**src/hdl/rdra_pkg.sv**
```systemverilog
package rdra_pkg;

  // coordinate and register widths
  localparam int COORD_BITS = 10;
  localparam int SIZE_W = 11;
  localparam int K_W = 32;
  localparam int FOCAL_W = 12;
  localparam int SCALE_W = 16;
  localparam int CFG_DATA_W = 32;
  localparam int CFG_INDEX_W = 3;

  // offset from centre, signed
  localparam int D_W = ((COORD_BITS > SIZE_W - 1) ? COORD_BITS : SIZE_W - 1) + 1;
  // dx^2 + dy^2 + f^2
  localparam int S_W = ((2 * D_W - 1 > 24) ? 2 * D_W - 1 : 24) + 1;
  // radicand s * 2^16, rounded up to an even width
  localparam int N_W = S_W + 16 + ((S_W + 16) % 2);
  localparam int ROOT_W = N_W / 2;
  localparam int RMUL_W = ROOT_W + SCALE_W;
  // radius, Q8.16
  localparam int R_W = 24;
  localparam int R2_W = 32;
  localparam int TERM_W = K_W + R2_W + 1 - 24;
  localparam int SUM_W = TERM_W + 3;
  localparam int POLY_W = 32;
  localparam int NM_W = D_W + 14;
  localparam int PROD_W = NM_W + 24;

  // cordic and divider
  localparam int CORDIC_STEPS = 24;
  localparam int CX_W = 36;
  localparam int CZ_W = 27;
  localparam int Q_W = 25;
  localparam int DIV_STAGES = Q_W + 1;
  localparam int POLY_STAGES = 6;

  localparam logic [Q_W-1:0] THETA_ONE = Q_W'(1) << 24;

  // register indexes
  localparam logic [CFG_INDEX_W-1:0] REG_IMAGE_ROWS = 3'd0;
  localparam logic [CFG_INDEX_W-1:0] REG_IMAGE_COLS = 3'd1;
  localparam logic [CFG_INDEX_W-1:0] REG_COEFF_K1 = 3'd2;
  localparam logic [CFG_INDEX_W-1:0] REG_COEFF_K2 = 3'd3;
  localparam logic [CFG_INDEX_W-1:0] REG_COEFF_K3 = 3'd4;
  localparam logic [CFG_INDEX_W-1:0] REG_FOCAL_LENGTH = 3'd5;
  localparam logic [CFG_INDEX_W-1:0] REG_RADIUS_SCALE = 3'd6;

  // reset values
  localparam logic [SIZE_W-1:0] ROWS_RESET = 11'd400;
  localparam logic [SIZE_W-1:0] COLS_RESET = 11'd400;
  localparam logic signed [K_W-1:0] K1_RESET = -32'sd167772;
  localparam logic signed [K_W-1:0] K2_RESET = 32'sd0;
  localparam logic signed [K_W-1:0] K3_RESET = 32'sd0;
  localparam logic [FOCAL_W-1:0] FOCAL_RESET = 12'd200;
  localparam logic [SCALE_W-1:0] SCALE_RESET = 16'd10923;

  typedef struct packed {
    logic [COORD_BITS-1:0] dest_row;
    logic [COORD_BITS-1:0] dest_col;
  } remap_req_t;

  typedef struct packed {
    logic [COORD_BITS-1:0] source_row;
    logic [COORD_BITS-1:0] source_col;
    logic                  outside;
  } remap_result_t;

  typedef struct packed {
    logic signed [K_W-1:0] k1;
    logic signed [K_W-1:0] k2;
    logic signed [K_W-1:0] k3;
  } coeff_t;

  // scaled offset of one axis: sign and magnitude of d*P/2^16
  typedef struct packed {
    logic            neg;
    logic [NM_W-1:0] nmag;
  } axis_t;

  // atan(2^-i) in Q.24
  function automatic logic [CZ_W-1:0] atan_entry(input int i);
    case (i)
      0: atan_entry = CZ_W'(13176795);
      1: atan_entry = CZ_W'(7778716);
      2: atan_entry = CZ_W'(4110060);
      3: atan_entry = CZ_W'(2086331);
      4: atan_entry = CZ_W'(1047214);
      5: atan_entry = CZ_W'(524117);
      6: atan_entry = CZ_W'(262123);
      7: atan_entry = CZ_W'(131069);
      default: begin
        if (i >= 8 && i < CORDIC_STEPS) begin
          atan_entry = CZ_W'(1) << (24 - i);
        end else begin
          atan_entry = '0;
        end
      end
    endcase
  endfunction

endpackage

```
**src/hdl/rdra_div.sv**
```systemverilog
module rdra_div (
  input  logic                             clk,
  input  logic                             advance,
  input  logic signed [rdra_pkg::CZ_W-1:0] angle,
  input  logic [rdra_pkg::R_W-1:0]         r16,
  output logic [rdra_pkg::Q_W-1:0]         theta
);
  import rdra_pkg::*;

  typedef struct packed {
    logic r_zero;
    logic z_pos;
    logic ovf;
  } div_flag_t;

  // theta = floor(angle * 2^16 / r16) clamped to [0, 1.0] (1.0 for r16 = 0), one quotient bit per stage
  logic [R_W-1:0]  rem0;
  logic [R_W-1:0]  d0;
  logic [Q_W-1:0]  nlow0;
  div_flag_t       fl0;

  logic [R_W-1:0]  rem   [1:Q_W-1];
  logic [R_W-1:0]  dv    [1:Q_W-1];
  logic [Q_W-1:0]  nlow  [1:Q_W-1];
  div_flag_t       fl    [1:Q_W];
  logic [Q_W-1:0]  q     [1:Q_W];

  logic [15:0] nhigh;
  assign nhigh = angle[24:9];

  always_ff @(posedge clk) begin
    if (advance) begin
      fl0.r_zero <= (r16 == '0);
      fl0.z_pos <= (angle > 0);
      fl0.ovf <= (R_W'(nhigh) >= r16);
      rem0 <= R_W'(nhigh);
      d0 <= r16;
      nlow0 <= {angle[8:0], 16'b0};
    end
  end

  for (genvar j = 0; j < Q_W; j++) begin : g_bit
    localparam int I = Q_W - 1 - j;
    logic [R_W-1:0] rem_in;
    logic [R_W-1:0] d_in;
    logic [Q_W-1:0] n_in;
    logic [Q_W-1:0] q_in;
    div_flag_t      fl_in;
    logic [R_W:0]   cur;
    logic           ge;

    if (j == 0) begin : g_first
      assign rem_in = rem0;
      assign d_in = d0;
      assign n_in = nlow0;
      assign q_in = '0;
      assign fl_in = fl0;
    end else begin : g_next
      assign rem_in = rem[j];
      assign d_in = dv[j];
      assign n_in = nlow[j];
      assign q_in = q[j];
      assign fl_in = fl[j];
    end

    assign cur = {rem_in, n_in[I]};
    assign ge = (cur >= {1'b0, d_in});

    always_ff @(posedge clk) begin
      if (advance) begin
        q[j+1] <= {q_in[Q_W-2:0], ge};
        fl[j+1] <= fl_in;
      end
    end

    if (j < Q_W - 1) begin : g_carry
      always_ff @(posedge clk) begin
        if (advance) begin
          rem[j+1] <= ge ? R_W'(cur - {1'b0, d_in}) : R_W'(cur);
          dv[j+1] <= d_in;
          nlow[j+1] <= n_in;
        end
      end
    end
  end

  always_comb begin
    if (fl[Q_W].r_zero) begin
      theta = THETA_ONE;
    end else if (!fl[Q_W].z_pos) begin
      theta = '0;
    end else if (fl[Q_W].ovf || q[Q_W] > THETA_ONE) begin
      theta = THETA_ONE;
    end else begin
      theta = q[Q_W];
    end
  end

endmodule

```
**config.mk**
```make
export PLATFORM = sky130hd
export DESIGN_NAME = rdra_div
export DESIGN_NICKNAME = d
export VERILOG_FILES = /design/src/hdl/rdra_pkg.sv /design/src/hdl/rdra_div.sv
export SDC_FILE = /design/constraint.sdc
export NUM_CORES = 2
export LEC_CHECK = 0
export BUFFER_PORTS_ARGS = -buffer_cell sky130_fd_sc_hd__buf_2
export CAP_MARGIN = 5
export CORE_ASPECT_RATIO = 0.9
export CORE_MARGIN = 10
export CORE_UTILIZATION = 32
export CTS_CLUSTER_DIAMETER = 200
export DETAILED_ROUTE_END_ITERATION = 7
export GPL_ROUTABILITY_DRIVEN = 0
export GPL_TIMING_DRIVEN = 0
export SYNTH_ARGS = -nofsm -noshare
export SYNTH_HDL_FRONTEND = slang
export SYNTH_SLANG_ARGS = --single-unit
```
**constraint.sdc**
```tcl
create_clock -name clk -period 7.6 [get_ports clk]
set_clock_uncertainty 0.2 [all_clocks]
set_input_delay 0.38 -clock clk [delete_from_list [all_inputs] [get_ports clk]]
set_output_delay 0.38 -clock clk [all_outputs]
set_load 0.1 [all_outputs]
```
==> results.yml <==
worst_setup_path:
  worstSetupPathType: "reg2reg"
  worstSetupStartpoint: "d0[0]"
  crit_buf_inv: 1
  crit_chain: "ha_1 -> fa_1 -> nor2b_1 -> o21ai_0 -> a21oi_1 -> o21ai_0 -> a21oi_1 -> a311oi_1 -> o21bai_1 -> nor2_1 -> nor4_2 -> buf_2 -> mux2_2"
  end_kind: "flip-flop"
  critPathArrivalTime_ps: 5230
  cpLargestDelayFamily: "compound AO/OA/AOI/OAI gates"
  required_ps: 7960
  r2r_start: "d0[0]"
  critPathLaunchType: "flip-flop"
  worstPathMaxFanout: 10
  slowest_delay_ps: 850
  cp_slowest_cell: "nor4_2"
global_routing:
  overflow: 0
  gr-usage-all-layers_pct: 12.4
  grt_pass1_vias: 53400
  grt_max_degree: 184
  grt_pass1_wl_mm: 292
  grt_antenna_before_repair: 8
synthesis:
  synthTopCellsByArea: "edfxtp_1 58%, ha_1 8.9%, mux2_2 3.4%, inv_1 3.3%, xnor2_1 2.8%"
  synth.distinct_cells: 103
  muxShareOfSynthArea_pct: 4.02
  synth_top_area_share_pct: 57.6
  netlist_instances: 6985
  syn_nets: 7670
  yosys.area.top_type: "edfxtp_1"
  synth-seq-cells: 1640
  synth_compound_area_share_pct: 12.0
  synth_top_family_by_area: "compound AO/OA/AOI/OAI gates"
  avgSynthCellArea_um2: 12.2
  synth_fa_ha_area_share_pct: 9.46
  synth_area_um2: 85500
  async_reset_ff_share_pct: 0
  synth-seq-area-share_pct: 57.6
  yosysWarnings: 0
  yosys.area_share.simple_pct: 8.25
  synth_edf_count: 1640
  ys.flop_type: "edfxtp_1"
  synth-xor-area-share_pct: 4.68
layout:
  nNetsFinal: 8008
  final_cell_mix: "1640 x edfxtp_1, 750 x inv_1, 608 x ha_1"
  area_growth_pct: 13.6
  final_common_cell: "edfxtp_1"
  drive_gt1_share_pct: 9.84
sta:
  tns_ps: 0
  slew_headroom_pct: 18.6
  hold_viol: 0
  setup_viol: 0
  fin_hold_ws_ps: 84.9
  rsz0062_at_grt: "false"
  drv_slew: 0
  setup_slack_ps: 2730
  max_freq_mhz: 205
  post-route-period-util_pct: 64.0
  period_minus_slack_ps: 4870
  worstMarginPinSlew_ps: 1220
clock_network:
  cts_resized: 0
  htree_num_levels: 4
  cts-buffers-inserted: 185
  clkTransAtPathRegs_ps: 60
  clockRootBuffer: "clkbuf_16"
  cts_setup_buffers: 0
  clockBufferDepth: 4
  cts_tree: "done"
  clk_latency_ps: 840
  cts.sinks: 1640
run:
  maxCapViolCount: 0
power_and_ir_drop:
  clkPwrFrac_pct: 22.4
  switching_share_pct: 35.4
  ir_drop_mv: 0.205
  power_frac_comb_pct: 41.5
  p_leak_nw: 38.7
  p_int_mw: 25.2
  seqPwrFrac_pct: 36.1
  p_sw_mw: 13.8
  power.density_nw_per_um2: 403
detailed_routing:
  via_per_inst: 4.94
  ant_nets: 0
  routed_wl_mm: 186
  vias: 54300
  wire_per_inst_um: 16.9
  drt_iter0_drc: 4797
  firstDrtPassIters: 6
  drc: 0
die:
  dieHeight_um: 510
  dieArea_um2: 288000
  fp.dieW_um: 565
  core-area_um2: 265000
  floorplan.initialDensity_pct: 32.2
  boundaryPins: 78
  rows: 179
placement:
  portBuffers: 77
  hpwl_mm: 138
  pre_cts_ws_ps: 2760
min_path:
  min_path_type: "in2reg"
  min-delay-start: "r16[7]"
run_status:
  status: "finished, final reports clean"
[kinds of logic after synthesis]
group / count (synthesis)
flip-flops: 1640
AO/OA/AOI/OAI: 1618
AND/OR/NAND/NOR: 1471
buffers and inverters: 865
adder cells (fa/ha/maj): 632
XOR/XNOR: 457
multiplexers: 302
[timing repair]
item,4_1_cts,5_1_grt
hold endpoints to repair,156,0
hold buffers,64,0
endpoints found under the setup margin,0,0
[sequential cells by signal, indices dropped and copies added, names as in the netlist]
| name | count |
|---|---|
| nlow | 36 |
| fl | 75 |
| rem | 576 |
| g_bit.rem_in | 16 |
| g_bit.n_in | 9 |
| fl0 | 3 |
| d0 | 24 |
| dv | 576 |
| q | 325 |
[synthesized netlist by cell type (13+ instances only)]
library cell,instances
xor2_1,182
mux2i_1,24
a21oi_1,448
mux2_4,17
fa_1,24
or3_1,24
inv_1,750
o21bai_1,41
a21o_1,243
nor2b_1,81
nand3_1,101
buf_2,29
a31oi_1,61
nand2_1,465
or2_2,17
nor3_1,74
o21ai_1,30
edfxtp_1,1640
nor2_1,376
xnor2_1,275
and4_1,16
a211oi_1,40
nor4_1,34
mux2_2,261
nand4_1,74
o31ai_1,38
o211ai_1,19
a211o_1,22
and3_1,45
o21a_1,72
o21ai_0,401
ha_1,608
and2_1,40
o31a_1,14
a21boi_0,36
clkbuf_1,63
a221oi_1,13
nand2b_1,81
[layer usage]
metal	part of all wire, %	track usage, %
met5	0.0070	0
met4	2.9	3.85
met3	6.4	2.58
met2	45	19.8
met1	46	16.9
[power by group through the flow]
stage | Combinational, mW | Clock (mW) | Sequential [mW]
2_1_floorplan | 12.3 | 0 | 13.7
3_3_place_gp | 15.5 | 0 | 14.8
3_5_place_dp | 15.9 | 0 | 14.3
4_1_cts | 16.1 | 9.05 | 14.1
5_1_grt | 18.0 | 9.41 | 14.3
6_report | 16.2 | 8.74 | 14.1
[final timing paths]
path | endpoint | slack [ps] | cells after the start
worst max-delay path | rem[1][14] | 2730 | 13
worst min-delay path | d0[7] | 80 | 2
worst max register to register | rem[1][14] | 2730 | 13
worst min register to register | q[1][102] | 170 | 0
[layout make-up]
type / count / area [um^2]
Antenna cell: 3 / 7.51
Buffer: 114 / 586
Clock buffer: 217 / 4790
Clock inverter: 107 / 1060
Fill cell: 25600 / 168000
Inverter: 751 / 2820
Multi-Input combinational cell: 4480 / 32800
Sequential cell: 1640 / 49200
Tap cell: 3529 / 4420
Timing Repair Buffer: 151 / 1320
[per-stage QoR]
stage | instances | power (mW) | utilization [%] | cell area (um^2)
after floorplan | 6985 | 26.0 | - | 85500
after global placement | 10600 | 30.2 | 34.0 | 90300
after detailed placement | 10600 | 30.2 | 34.2 | 90600
after CTS | 11000 | 39.2 | 36.6 | 97100
after global routing | 11000 | 41.7 | 36.6 | 97100
final | 11000 | 39.1 | 36.6 | 97100
[worst reg2reg max path, cell delays in order (launching register included)]
cell,delay [ps]
edfxtp_1,390
ha_1,240
fa_1,420
nor2b_1,120
o21ai_0,100
a21oi_1,210
o21ai_0,140
a21oi_1,360
a311oi_1,250
o21bai_1,370
nor2_1,120
nor4_2,850
buf_2,420
mux2_2,380
(Power assumes the default switching activity.)
