## src/hdl/rdra_pkg.sv

```systemverilog
package rdra_pkg;

  // coordinate and register widths
  localparam int COORD_BITS = 10;
  localparam int SIZE_W = 11;
  localparam int K_W = 32;
  localparam int FOCAL_W = 12;
  localparam int SCALE_W = 16;
  localparam int CFG_DATA_W = 32;
  localparam int CFG_INDEX_W = 3;

  // offset from centre, signed
  localparam int D_W = ((COORD_BITS > SIZE_W - 1) ? COORD_BITS : SIZE_W - 1) + 1;
  // dx^2 + dy^2 + f^2
  localparam int S_W = ((2 * D_W - 1 > 24) ? 2 * D_W - 1 : 24) + 1;
  // radicand s * 2^16, rounded up to an even width
  localparam int N_W = S_W + 16 + ((S_W + 16) % 2);
  localparam int ROOT_W = N_W / 2;
  localparam int RMUL_W = ROOT_W + SCALE_W;
  // radius, Q8.16
  localparam int R_W = 24;
  localparam int R2_W = 32;
  localparam int TERM_W = K_W + R2_W + 1 - 24;
  localparam int SUM_W = TERM_W + 3;
  localparam int POLY_W = 32;
  localparam int NM_W = D_W + 14;
  localparam int PROD_W = NM_W + 24;

  // cordic and divider
  localparam int CORDIC_STEPS = 24;
  localparam int CX_W = 36;
  localparam int CZ_W = 27;
  localparam int Q_W = 25;
  localparam int DIV_STAGES = Q_W + 1;
  localparam int POLY_STAGES = 6;

  localparam logic [Q_W-1:0] THETA_ONE = Q_W'(1) << 24;

  // register indexes
  localparam logic [CFG_INDEX_W-1:0] REG_IMAGE_ROWS = 3'd0;
  localparam logic [CFG_INDEX_W-1:0] REG_IMAGE_COLS = 3'd1;
  localparam logic [CFG_INDEX_W-1:0] REG_COEFF_K1 = 3'd2;
  localparam logic [CFG_INDEX_W-1:0] REG_COEFF_K2 = 3'd3;
  localparam logic [CFG_INDEX_W-1:0] REG_COEFF_K3 = 3'd4;
  localparam logic [CFG_INDEX_W-1:0] REG_FOCAL_LENGTH = 3'd5;
  localparam logic [CFG_INDEX_W-1:0] REG_RADIUS_SCALE = 3'd6;

  // reset values
  localparam logic [SIZE_W-1:0] ROWS_RESET = 11'd400;
  localparam logic [SIZE_W-1:0] COLS_RESET = 11'd400;
  localparam logic signed [K_W-1:0] K1_RESET = -32'sd167772;
  localparam logic signed [K_W-1:0] K2_RESET = 32'sd0;
  localparam logic signed [K_W-1:0] K3_RESET = 32'sd0;
  localparam logic [FOCAL_W-1:0] FOCAL_RESET = 12'd200;
  localparam logic [SCALE_W-1:0] SCALE_RESET = 16'd10923;

  typedef struct packed {
    logic [COORD_BITS-1:0] dest_row;
    logic [COORD_BITS-1:0] dest_col;
  } remap_req_t;

  typedef struct packed {
    logic [COORD_BITS-1:0] source_row;
    logic [COORD_BITS-1:0] source_col;
    logic                  outside;
  } remap_result_t;

  typedef struct packed {
    logic signed [K_W-1:0] k1;
    logic signed [K_W-1:0] k2;
    logic signed [K_W-1:0] k3;
  } coeff_t;

  // scaled offset of one axis: sign and magnitude of d*P/2^16
  typedef struct packed {
    logic            neg;
    logic [NM_W-1:0] nmag;
  } axis_t;

  // atan(2^-i) in Q.24
  function automatic logic [CZ_W-1:0] atan_entry(input int i);
    case (i)
      0: atan_entry = CZ_W'(13176795);
      1: atan_entry = CZ_W'(7778716);
      2: atan_entry = CZ_W'(4110060);
      3: atan_entry = CZ_W'(2086331);
      4: atan_entry = CZ_W'(1047214);
      5: atan_entry = CZ_W'(524117);
      6: atan_entry = CZ_W'(262123);
      7: atan_entry = CZ_W'(131069);
      default: begin
        if (i >= 8 && i < CORDIC_STEPS) begin
          atan_entry = CZ_W'(1) << (24 - i);
        end else begin
          atan_entry = '0;
        end
      end
    endcase
  endfunction

endpackage

```

## src/hdl/rdra_isqrt.sv

```systemverilog
module rdra_isqrt (
  input  logic                      clk,
  input  logic                      advance,
  input  logic [rdra_pkg::S_W-1:0]  s,
  output logic [rdra_pkg::ROOT_W-1:0] root_q8
);
  import rdra_pkg::*;

  localparam int REM_W = ROOT_W + 1;

  // floor(sqrt(s * 2^16)), one root bit per stage
  logic [REM_W-1:0]  rem  [1:ROOT_W-1];
  logic [S_W-1:0]    sv   [1:ROOT_W-1];
  logic [ROOT_W-1:0] root [1:ROOT_W];

  for (genvar k = 0; k < ROOT_W; k++) begin : g_stage
    localparam int P = ROOT_W - 1 - k;
    logic [REM_W-1:0]  rem_in;
    logic [ROOT_W-1:0] root_in;
    logic [S_W-1:0]    s_in;
    logic [N_W-1:0]    n_full;
    logic [REM_W+1:0]  cur;
    logic [REM_W+1:0]  trial;
    logic              take;

    if (k == 0) begin : g_first
      assign rem_in = '0;
      assign root_in = '0;
      assign s_in = s;
    end else begin : g_next
      assign rem_in = rem[k];
      assign root_in = root[k];
      assign s_in = sv[k];
    end

    assign n_full = N_W'({s_in, 16'b0});
    assign cur = {rem_in, n_full[2*P+1 -: 2]};
    assign trial = (REM_W + 2)'({root_in, 2'b01});
    assign take = (cur >= trial);

    always_ff @(posedge clk) begin
      if (advance) begin
        root[k+1] <= {root_in[ROOT_W-2:0], take};
      end
    end

    if (k < ROOT_W - 1) begin : g_carry
      always_ff @(posedge clk) begin
        if (advance) begin
          rem[k+1] <= take ? REM_W'(cur - trial) : REM_W'(cur);
          sv[k+1] <= s_in;
        end
      end
    end
  end

  assign root_q8 = root[ROOT_W];

endmodule

```

## config.mk

```make
export PLATFORM = sky130hd
export DESIGN_NAME = rdra_isqrt
export DESIGN_NICKNAME = d
export VERILOG_FILES = /design/src/hdl/rdra_pkg.sv /design/src/hdl/rdra_isqrt.sv
export SDC_FILE = /design/constraint.sdc
export NUM_CORES = 1
export LEC_CHECK = 0
export ABC_AREA = 1
export BUFFER_PORTS_ARGS = -buffer_cell sky130_fd_sc_hd__buf_2
export CELL_PAD_IN_SITES_DETAIL_PLACEMENT = 0
export CELL_PAD_IN_SITES_GLOBAL_PLACEMENT = 1
export CORE_ASPECT_RATIO = 0.5
export CORE_MARGIN = 5
export CORE_UTILIZATION = 51
export CTS_BUF_LIST = sky130_fd_sc_hd__clkbuf_4
export DETAILED_ROUTE_END_ITERATION = 8
export MAX_ROUTING_LAYER = met4
export PLACE_DENSITY_LB_ADDON = 0.15
export SETUP_SLACK_MARGIN = 0.15
export SYNTH_ARGS = -nofsm -noshare
export SYNTH_HDL_FRONTEND = slang
export SYNTH_SLANG_ARGS = --single-unit
```

## constraint.sdc

```tcl
create_clock -name clk -period 2.96 [get_ports clk]
set_input_delay 0.592 -clock clk [delete_from_list [all_inputs] [get_ports clk]]
set_output_delay 0.592 -clock clk [all_outputs]
set_load 0.005 [all_outputs]
```

==> reports/metrics.yaml, run 1 <==
power.share.switching: 0.335
htree_num_levels: 4
grt_overflow_total: 0
post_route_cells_drive_above_1_share: 0.0886
rsz0062_at_grt: "false"
floorplan_die_area_um2: 97300
path_max_fanout: 15
synth_cell_types: 54
fin_nets: 5912
number_of_global_route_vias_before_repair: 34146
post-synth-top-area-fraction: 0.511
ant_nets: 0
fp-row-count: 78
max_cap_check_violation_count: 0
detailedRoute.firstIterationViolations: 2752
global_route_wire_length_before_repair_mm: 184
post_cts.repair.setup_buffers: 0
maxSlewViolCount: 0
vias: 35713
critical-path-top-delay-family: "simple AND/OR/NAND/NOR gates"
antenna_found_initial: 2
starting_utilization_of_the_core_area: 0.512
total_leakage_power_nw: 23.0
arrival_time_of_the_worst_setup_path_ps: 3440
cpMostUsedCell: "sky130_fd_sc_hd__nand2_1"
mean_number_of_vias_per_cell: 5.11
layout.cells.most_common: "sky130_fd_sc_hd__nand2_1"
cell_internal_pwr_w: 0.0208
placement.io_buffers: 47
status: "finished, final reports clean"
fp.coreArea_um2: 90400
tns_ps: 0
worst_slew_margin_rel: 0.531
synthSimpleGateAreaFrac: 0.260
number_of_storage_elements_in_the_synthesis_netlist: 788
tritoncts.num_buffers: 180
cp.buffers_inverters: 2
max_stage_delay_ps: 450
detailed_place.area_um2: 48100
grtUsageTotal: 0.248
ys_seq_area_frac: 0.511
synth_area_per_cell_um2: 8.60
synthesis.area_um2: 46300
share_clk_of_total_power: 0.285
critical_path_cell_by_cell: "inv_1, ha_1, fa_1, nand3_1, nand3_1, nand2_1, nand3_2, buf_4, nand2_1, nand2_1"
finalSetupViolCount: 0
routed_wirelength_mm: 118
switching_power_w: 0.0105
most-common-layout-cells: "sky130_fd_sc_hd__nand2_1 (1,748), sky130_fd_sc_hd__inv_1 (827), sky130_fd_sc_hd__edfxtp_1 (788)"
areal_power_density_over_the_cells_nw_per_um2: 616
worst_hold_path_type: "in -> reg"
worst_setup_path_start_kind: "flip-flop"
critPathRequiredTime_ps: 3790
finalWeightedCongestion: 0.934
boundaryPins: 48
share_seq_of_total_power: 0.477
tritoncts: "done"
synth_fp_nets: 5656
worstSkewPairLatency_ps: 1160
cpMaxStageDelayCell: "sky130_fd_sc_hd__fa_1"
worst-setup-path-type: "reg -> reg"
tmin_final_ps: 2610
achievable-frequency_mhz: 383
synth.mux.area_fraction: 0
main_combinational_cell_family_by_area_after_synthesis: "simple AND/OR/NAND/NOR gates"
synth_compound_area_frac: 0.0524
finClkSkew_ps: 90.5
crit_path_end_kind: "flip-flop"
finalHoldViolCount: 0
clock-root-buffer: "sky130_fd_sc_hd__clkbuf_4"
cts_num_sinks: 788
height_of_the_die_um: 223
routedWlPerCell_um: 16.8
detailed_place_hpwl_mm: 91.7
cts_max_path_buffers: 3
firstDrtPassIters: 6
yosysWarnings: 0
post_synth_fa_ha_maj_area_fraction: 0.0671
postSynthCellCount: 5385
worst_setup_hold_path_clk_slew_ps: 80
vdd.ir_drop.worst_uv: 476
combinationalPowerShare: 0.238
synth.top_cells.by_area: "sky130_fd_sc_hd__edfxtp_1 (51%), sky130_fd_sc_hd__nand2_1 (14%), sky130_fd_sc_hd__inv_1 (6.7%)"
synthDominantAreaCellType: "sky130_fd_sc_hd__edfxtp_1"
finalInstanceArea_um2: 50800
tightest_slew_ps: 696
syn_to_final_growth_pct: 9.79
maximum_number_of_pins_on_one_net_before_global_route_repair: 74
remaining_drc_errors: 0
final_min_period_over_clock_period: 0.882
die_width_um: 436
synth_xor_area_frac: 0.0322
## state kept, by name, indices dropped and copies added (netlist names)
| register | cells |
|---|---|
| rem | 408 |
| root | 205 |
| sv | 175 |
## path summary, 6_finish.rpt
| kind | startpoint | end | slack (ps) | depth (start not counted) |
|---|---|---|---|---|
| setup / recovery | rem[4][23]$_DFFE_PP_ | rem[4][56]$_DFFE_PP_ | 350 | 10 |
| setup reg to reg | rem[4][23]$_DFFE_PP_ | rem[4][56]$_DFFE_PP_ | 350 | 10 |
| hold / removal | s[5] | sv[0][30]$_DFFE_PP_ | 190 | 2 |
| hold reg to reg | sv[0][69]$_DFFE_PP_ | sv[0][94]$_DFFE_PP_ | 390 | 0 |
## timing repair
action                                 in CTS  in global routing
resized for setup                           0                  7
setup endpoints to repair                   0                 15
endpoints found under the hold margin     219                  0
hold buffers                               30                  0
## power groups by stage
stage | clock, W | combinational [W] | sequential (W)
2_1_floorplan | 0 | 0.00536 | 0.0146
4_1_cts | 0.00924 | 0.00744 | 0.0149
6_report | 0.00891 | 0.00746 | 0.0149
3_5_place_dp | 0 | 0.00735 | 0.0152
3_3_place_gp | 0 | 0.00734 | 0.0152
5_1_grt | 0.00982 | 0.00853 | 0.0150
## per-stage QoR
| step | hold slack [ps] | setup WS [ps] | cells | util | power, W |
|---|---|---|---|---|---|
| after floorplan | 400 | 804 | 5385 | - | 0.0200 |
| after global placement | 401 | 423 | 6629 | 0.533 | 0.0225 |
| after detailed placement | 405 | 378 | 6629 | 0.533 | 0.0225 |
| after CTS | 1.26 | 310 | 6979 | 0.562 | 0.0316 |
| after global routing | 92.1 | 147 | 6981 | 0.562 | 0.0334 |
| final | 189 | 350 | 6985 | 0.562 | 0.0313 |
## area by class of cell
class | count | area (µm²)
repair buffers | 116 | 1040
flip-flops and latches | 788 | 23700
clock inverters | 59 | 395
clock buffers | 261 | 1960
inverters | 844 | 3190
multi-input cells | 3711 | 19100
diodes | 6 | 15.0
well taps | 1200 | 1500
fillers | 8384 | 39500
## cell families (layout without fill, tap and decap cells)
| group | after synthesis | after routing |
|---|---|---|
| buf+inv | 886 | 1280 |
| compound gates | 438 | 438 |
| fa+ha+maj | 244 | 244 |
| other cells | 1 | 7 |
| simple gates | 2858 | 2858 |
| flops | 788 | 788 |
| xor+xnor | 170 | 170 |
## cell usage after synthesis, drive strengths merged
cell type,count
a41oi,1
nor3b,2
nand3b,67
fa,7
nand4,70
o21bai,9
nor3,46
a21oi,232
and3,4
a31oi,1
nor4,6
nand2,1765
conb,1
xnor2,69
o21a,3
o211ai,3
inv,844
nor2b,1
a21boi,3
clkbuf,1
and2,7
or2,15
ha,237
a21o,1
a31o,1
nand3,361
edfxtp,788
nor2,514
buf,41
o21ai,184
xor2,101
## per-layer routing
layer	GRT usage	part of all wire	vias to the layer above
met4	0.0764	0.023	0
met1	0.345	0.48	16420
met3	0.0391	0.055	192
met2	0.377	0.44	886
li1	-	-	18215
met5	-	0	-
Note: power is estimated with default switching activity, not from simulation.
==> run 2, diff against run 1 <==
CORE_UTILIZATION = 45   (was 51)
==> run 2 against run 1 <==
  * Worst setup slack gained 42 ps
  * Hold slack worse by 12 ps
  * Sequential power is essentially flat
  * Sequential share of layout area shrank 0.38 points
  * Flip-flop and latch count is the same
  * Wire length grew 3.0%
==> reports/metrics.yaml, run 2 (synthesis results as in run 1) <==
status: "finished, final reports clean"
worst_r2r_endpoint: "rem[4][41]$_DFFE_PP_"
areal_power_density_over_the_cells_nw_per_um2: 614
layout.cells.most_common: "sky130_fd_sc_hd__nand2_1"
htree_num_levels: 4
height_of_the_die_um: 237
cpMostUsedCell: "sky130_fd_sc_hd__nand3_1"
die_width_um: 464
largest-register: "rem"
max_stage_delay_ps: 450
finalPower_w: 0.0315
finalSetupViolCount: 0
grtUsageTotal: 0.225
cts_max_path_buffers: 3
tritoncts: "done"
finalHoldViolCount: 0
placement.io_buffers: 47
maximum_number_of_pins_on_one_net_before_global_route_repair: 87
worstSkewPairLatency_ps: 1160
grt_overflow_total: 0
vias: 35521
mean_number_of_vias_per_cell: 4.95
most-common-layout-cells: "sky130_fd_sc_hd__nand2_1 (1,748), sky130_fd_sc_hd__inv_1 (827), sky130_fd_sc_hd__edfxtp_1 (788)"
routed_wirelength_mm: 121
place_inst: 6803
worst_setup_path_start_kind: "flip-flop"
detailed_place_hpwl_mm: 94.2
worst_slew_margin_rel: 0.496
rsz0062_at_grt: "false"
firstDrtPassIters: 5
cts_num_sinks: 788
setup.worst_path.end: "rem[4][41]$_DFFE_PP_"
final_cell_count_no_fill: 7174
finalWeightedCongestion: 0.904
routedWlPerCell_um: 16.9
achievable-frequency_mhz: 389
total_leakage_power_nw: 23.1
remaining_drc_errors: 0
number_of_global_route_vias_before_repair: 34279
maxSlewViolCount: 0
tightest_slew_ps: 748
finClkSkew_ps: 96.2
largest_registers_ranked_by_flip_flop_count: "rem: 408 flops, root: 205 flops, sv: 175 flops"
setup_ws_ps: 392
fin_nets: 5940
vdd.ir_drop.worst_uv: 384
worst_reg_to_reg_setup_slack_ps: 390
crit_path_launch: "rem[4][1]$_DFFE_PP_"
ant_nets: 0
fp.coreArea_um2: 102000
arrival_time_of_the_worst_setup_path_ps: 3410
antenna_found_initial: 3
detailedRoute.firstIterationViolations: 2453
worst_hold_path_type: "in -> reg"
max_cap_check_violation_count: 0
worst_setup_hold_path_clk_slew_ps: 70
tritoncts.num_buffers: 185
critical_path_cell_by_cell: "inv_1, ha_1, fa_1, nand3_1, nand3_1, nand2_1, nand2_1, nand3_1, nand3_2, inv_2, a21oi_1"
tns_ps: 0
clock-root-buffer: "sky130_fd_sc_hd__clkbuf_4"
cpMaxStageDelayCell: "sky130_fd_sc_hd__fa_1"
detailedPlace.worstSlack_ps: 312
worst-setup-path-type: "reg -> reg"
n_fill_cell: 9911
critPathRequiredTime_ps: 3810
largest_register_ff_count: 408
final_min_period_over_clock_period: 0.868
tmin_final_ps: 2570
fp-row-count: 83
syn_to_final_growth_pct: 10.7
path_max_fanout: 17
boundaryPins: 48
floorplan_die_area_um2: 110000
worst-r2r-cell-count: 11
starting_utilization_of_the_core_area: 0.453
crit_path_end_kind: "flip-flop"
reg2reg_from: "rem[4][1]$_DFFE_PP_"
global_route_wire_length_before_repair_mm: 188
post_route_cells_drive_above_1_share: 0.0914
run 2: cell types whose count changed in the layout (fill, tap and decap cells not counted), moves of 4 or more:
cell / delta
sky130_fd_sc_hd__buf_4: +17
sky130_fd_sc_hd__dlygate4sd3_1: +7
sky130_fd_sc_hd__clkinv_1: +5
sky130_fd_sc_hd__inv_6: -5
sky130_fd_sc_hd__clkinv_4: +4
sky130_fd_sc_hd__clkinv_8: -4
run 2: worst max-delay path, delay by kind of cell (launching register included):
family	cells	cell delay, ps
compound gates	1	80
fa+ha+maj	2	680
simple gates	6	700
buf+inv	2	420
flops	1	430
run 2: layout make-up:
class	instances	area, µm²	area share
tap	1360	1700	0.0332
timing repair buffer	139	1220	0.0237
clock inverter	66	420	0.00820
antenna	4	10.0	0.000195
inverter	844	3190	0.0622
sequential	788	23700	0.462
multi-input combinational	3711	19100	0.372
clock buffer	262	1970	0.0384
run 2: worst min path at each step:
| stage | startpoint | endpoint | depth (start not counted) |
|---|---|---|---|
| 2_1_floorplan | sv[0][75]$_DFFE_PP_ | sv[0][100]$_DFFE_PP_ | 0 |
| 6_report | s[15] | sv[0][40]$_DFFE_PP_ | 2 |
| 3_5_place_dp | sv[0][157]$_DFFE_PP_ | sv[0][182]$_DFFE_PP_ | 0 |
| 5_1_grt | s[20] | sv[0][45]$_DFFE_PP_ | 2 |
| 4_1_cts | s[12] | sv[0][37]$_DFFE_PP_ | 2 |
| 3_3_place_gp | sv[0][52]$_DFFE_PP_ | sv[0][77]$_DFFE_PP_ | 0 |
run 2: routing by layer:
metal  GRT usage  vias to the layer above  routed length, µm
met5           -                        -                  0
met4      0.0609                        0               2370
met3      0.0403                      175               5710
met2       0.340                      726              53500
met1       0.313                    16360              59500
li1            -                    18260                  -
run 2: power by group:
part	internal, W	switching (W)	total, W
Sequential	0.0139	0.000974	0.0149
Clock	0.00441	0.00465	0.00906
Combinational	0.00258	0.00493	0.00751
Total	0.0209	0.0106	0.0315
run 2: what timing repair did:
action	in CTS	in global routing
hold buffers	37	0
gates resized for setup	0	9
hold endpoints to repair	142	0
setup endpoints to repair	0	46
setup buffers	0	2
run 2: per-stage QoR:
step | hold slack [ps] | util | instance area [µm²]
floorplan | 400 | - | 46300
global placement | 400 | 0.474 | 48400
detailed placement | 405 | 0.474 | 48400
CTS | 0.101 | 0.500 | 51200
global route | 61.8 | 0.501 | 51200
finish | 177 | 0.501 | 51200
